File: src/design/cmf_pkg.sv
// ----------------------------------------------------------------------------
// cmf_pkg: shared types and constants of the cross median filter
// Pixel and dimension types, the line-pair word held in the line memory,
// register indexes and the dimension clamp used by the configuration port.
// ----------------------------------------------------------------------------
package cmf_pkg;

  localparam int unsigned PIX_W     = 8;
  localparam int unsigned DIM_W     = 11;
  localparam int unsigned CFG_IDX_W = 1;

  typedef logic [PIX_W-1:0] pix_t;
  typedef logic [DIM_W-1:0] dim_t;

  // register indexes on the configuration port
  localparam logic [CFG_IDX_W-1:0] CFG_FRAME_WIDTH  = 1'b0;
  localparam logic [CFG_IDX_W-1:0] CFG_FRAME_HEIGHT = 1'b1;

  localparam dim_t RESET_WIDTH  = 11'd640;
  localparam dim_t RESET_HEIGHT = 11'd480;

  // border that passes through unfiltered, and smallest region that filters
  localparam int unsigned MARGIN  = 2;
  localparam int unsigned MIN_DIM = 5;

  // one entry of the line memory: row two above and row just above
  typedef struct packed {
    pix_t upper;
    pix_t middle;
  } line_pair_t;

  // map a written dimension into 1 .. maxv
  function automatic dim_t clamp_dim(dim_t v, int unsigned maxv);
    dim_t r;
    r = v;
    if (v == '0) begin
      r = dim_t'(1);
    end else if (32'(v) > maxv) begin
      r = dim_t'(maxv);
    end
    return r;
  endfunction

endpackage

File: src/design/cmf_median5.sv
// ----------------------------------------------------------------------------
// cmf_median5: median of five pixels
// Ranks every input against the others in parallel (ties broken by input
// position) and selects the input of rank two.
// ----------------------------------------------------------------------------
module cmf_median5
  import cmf_pkg::*;
(
  input  pix_t a_i,
  input  pix_t b_i,
  input  pix_t c_i,
  input  pix_t d_i,
  input  pix_t e_i,
  output pix_t med_o
);

  pix_t       v [5];
  logic [2:0] rank [5];

  assign v[0] = a_i;
  assign v[1] = b_i;
  assign v[2] = c_i;
  assign v[3] = d_i;
  assign v[4] = e_i;

  // count smaller inputs, and equal ones at a lower position
  always_comb begin
    for (int i = 0; i < 5; i++) begin
      rank[i] = '0;
      for (int j = 0; j < 5; j++) begin
        if ((v[j] < v[i]) || ((j < i) && (v[j] == v[i]))) begin
          rank[i] = rank[i] + 3'd1;
        end
      end
    end
  end

  // pick the middle rank; ranks form a permutation so exactly one matches
  always_comb begin
    med_o = v[0];
    for (int i = 0; i < 5; i++) begin
      if (rank[i] == 3'd2) begin
        med_o = v[i];
      end
    end
  end

endmodule

File: config.mk
export PLATFORM = sky130hd
export DESIGN_NAME = cmf_median5
export DESIGN_NICKNAME = d
export VERILOG_FILES = /design/src/design/cmf_pkg.sv /design/src/design/cmf_median5.sv
export SDC_FILE = /design/constraint.sdc
export NUM_CORES = 1
export LEC_CHECK = 0
export ABC_AREA = 1
export BUFFER_PORTS_ARGS = -buffer_cell sky130_fd_sc_hd__buf_4
export CORE_AREA = 2 2 77 98
export DETAILED_ROUTE_END_ITERATION = 8
export DIE_AREA = 0 0 79 100
export GPL_TIMING_DRIVEN = 0
export PLACE_DENSITY = 0.78
export SETUP_SLACK_MARGIN = 0.15
export SYNTH_ARGS = -nofsm -noshare
export SYNTH_HDL_FRONTEND = slang
export SYNTH_SLANG_ARGS = --single-unit
File: constraint.sdc
create_clock -name vclk -period 3.21
set_clock_uncertainty 0.15 [all_clocks]
set_input_delay 0.321 -clock vclk [all_inputs]
set_output_delay 0.321 -clock vclk [all_outputs]
set_load 0.005 [all_outputs]
==> impl_metrics.env <==
export IMPL_result_of_the_run="complete, but fails checks"
export IMPL_post_synth_cell_area_avg_um2=6.316
export IMPL_detail_route_vias_per_cell=5.386
export IMPL_critical_path_max_fanout=4
export IMPL_combinational_family_with_the_most_area_after_synthesis="simple AND/OR/NAND/NOR gates"
export IMPL_numPlacedInstances=623
export IMPL_synth_xor_area_frac=0.02830
export IMPL_synth_top_area_share=0.3692
export IMPL_layout_cells_non_filler=651
export IMPL_detailroute_via_count=3506
export IMPL_synth_net_count=613
export IMPL_floorplan_rows=35
export IMPL_tot_gr_track_use=0.2414
export IMPL_antenna_violating_nets_post_route=0
export IMPL_post_synth_num_cell_types=32
export IMPL_nets=691
export IMPL_timing_critical_path_arrival_ps=3040
export IMPL_synth_fa_ha_area_frac=0.3692
export IMPL_ctsHoldBuffers=0
export IMPL_drt_first_pass_iters=4
export IMPL_crit_path_max_incr_delay_ps=270
export IMPL_violations="negative setup slack"
export IMPL_post_drt_wl_per_cell_um=15.11
export IMPL_hold_ws_ps=810.7
export IMPL_timing_max_transition_violations_final=0
export IMPL_seq_area_um2=0
export IMPL_critPathMostFrequentCell="nand2_1"
export IMPL_synthesis_area_um2=3050
export IMPL_max_slew_margin_rel=0.7539
export IMPL_pre_cts_slack_ps=-544.9
export IMPL_worstHoldPathType="in -> out"
export IMPL_max_vdd_ir_drop_uv=232.8
export IMPL_maximum_number_of_pins_on_one_net_before_global_route_repair=10
export IMPL_core_area_um2=7094
export IMPL_io_pins=48
export IMPL_timing_critical_path_buf_inv=7
export IMPL_routabilityCongestion=0.9122
export IMPL_most_common_library_cell_in_the_layout_ignoring_fill_and_taps="nand2_1"
export IMPL_period_share=1.095
export IMPL_antenna_found_initial=0
export IMPL_power_density_nw_per_um2=342.5
export IMPL_route_final_wire_length_um=9837
export IMPL_synthCells=483
export IMPL_fin_setup_tns_ps=-2344
export IMPL_timing_final_ws_setup_ps=-304.5
export IMPL_finalSetupViolCount=8
export IMPL_io_buffer_count=48
export IMPL_muxShareOfSynthArea=0
export IMPL_total_leakage_power_nw=2.323
export IMPL_finalHoldViolCount=0
export IMPL_diodes=0
export IMPL_clock_fmax_mhz=284.5
export IMPL_start_util=0.4300
export IMPL_timing_critical_path_max_delay_family="simple AND/OR/NAND/NOR gates"
export IMPL_final_layout_size_suffix_gt1_frac=0.3327
export IMPL_timing_critical_path_to_type="output pin"
export IMPL_rsz0062_at_grt="true"
export IMPL_drc=0
export IMPL_fin_crit_ps=3515
export IMPL_synthToLayoutAreaGrowth_pct=38.93
export IMPL_grt_pass1_vias=3478
export IMPL_layout_sequential_cells=0
export IMPL_critical_path_slowest_cell="ha_4"
export IMPL_most_common_layout_cells="nand2_1 (123), inv_1 (74), ha_1 (73)"
export IMPL_timing_critical_path_cells="buf_8, inv_12, buf_4, ha_4, nand2_1, nand2_1, nand2_1, nand2_1, nand2_1, nand2_2, nand2_2, buf_12, ha_4, xor2_2, ha_2, nand3_4, xnor2_4, buf_6, nand3_1, nand2_1, inv_1, nand2_1, nand2_1, buf_4"
export IMPL_total_power_draw_mw=1.452
export IMPL_sequential_cell_area_fraction_in_the_yosys_report=0
export IMPL_worst_slew_pin_slew_ps=368.4
export IMPL_chipWidth_um=79
export IMPL_timing_worst_setup_path_type="in -> out"
export IMPL_die_height_um=100
export IMPL_synth_simple_gate_area_frac=0.3942
export IMPL_ys_warn_count=0
export IMPL_final_clkbuf_count=0
export IMPL_worstPathRequired_ps=2740
export IMPL_grt_ovfl_total=0
export IMPL_synth_largest_area_cell="ha_1"
export IMPL_dr_first_iter_drc_count=206
export IMPL_start_kind="primary input"
export IMPL_grt_pass1_wl_um=15590
export IMPL_yosys_top_cells_area="ha_1 (37%), nand2_1 (17%), inv_1 (11%), nand3_1 (5.7%), a21oi_1 (4.4%)"
export IMPL_die_area_um2=7900
export IMPL_post_dp_hpwl_um=7488
export IMPL_max_cap_violations=0
export IMPL_synth_compound_gate_area_share=0.09188
area by class of cell:
type	instances	area (um^2)
Inverter	94	389.1
Timing Repair Buffer	73	614.3
Multi-Input combinational cell	392	3119
Fill cell	605	2856
Tap cell	92	115.1
cells in the mapped netlist, drive strengths merged (3+ instances only):
library cell    n
o21a            5
nor2           31
nand4          10
ha             90
nand2         154
nand3          45
inv            94
o21ai           6
a21o            3
xnor2           4
a21oi          27
nand3b          4
kinds of logic after synthesis:
logic type,after synthesis
adders and majority gates,90
AOI/OAI and AO/OA,47
xor gates and xnor gates,6
buffers and inverters,94
and+or+nand+nor,246
final timing paths:
check                   from        to  slack [ps]  cells after the start
worst max-delay path  d_i[1]  med_o[4]        -300                     24
worst min-delay path  e_i[1]  med_o[1]         810                      4
per-layer routing:
metal  up-vias  track usage  routed length [um]
li1       1743            -                   -
met1      1588       0.2738                3877
met2       126       0.4563                4956
met3        49     0.008993                 372
met4         0       0.1167                 631
met5         -            0                   0
where the power goes:
group | total, mW | internal, mW | switching (mW)
clock network | 0 | 0 | 0
registers | 0 | 0 | 0
logic | 1.45 | 0.651 | 0.801
total | 1.45 | 0.651 | 0.801
timing repair:
action	in CTS	in global routing
pin swaps	45	23
gates resized for setup	70	19
setup buffers	19	6
endpoints found under the setup margin	8	8
gates cloned	3	0
metrics by stage:
stage / utilization / instance area (um^2)
2_1_floorplan: - / 3090
3_3_place_gp: 0.5026 / 3566
3_5_place_dp: 0.5026 / 3566
4_1_cts: 0.5764 / 4089
5_1_grt: 0.5974 / 4238
6_report: 0.5974 / 4238
worst min-delay path: stages:
cell     delay [ps]
buf_6           100
nand2_1          50
nand2_1          70
buf_6            90
Note: power is estimated with default switching activity, not from simulation.
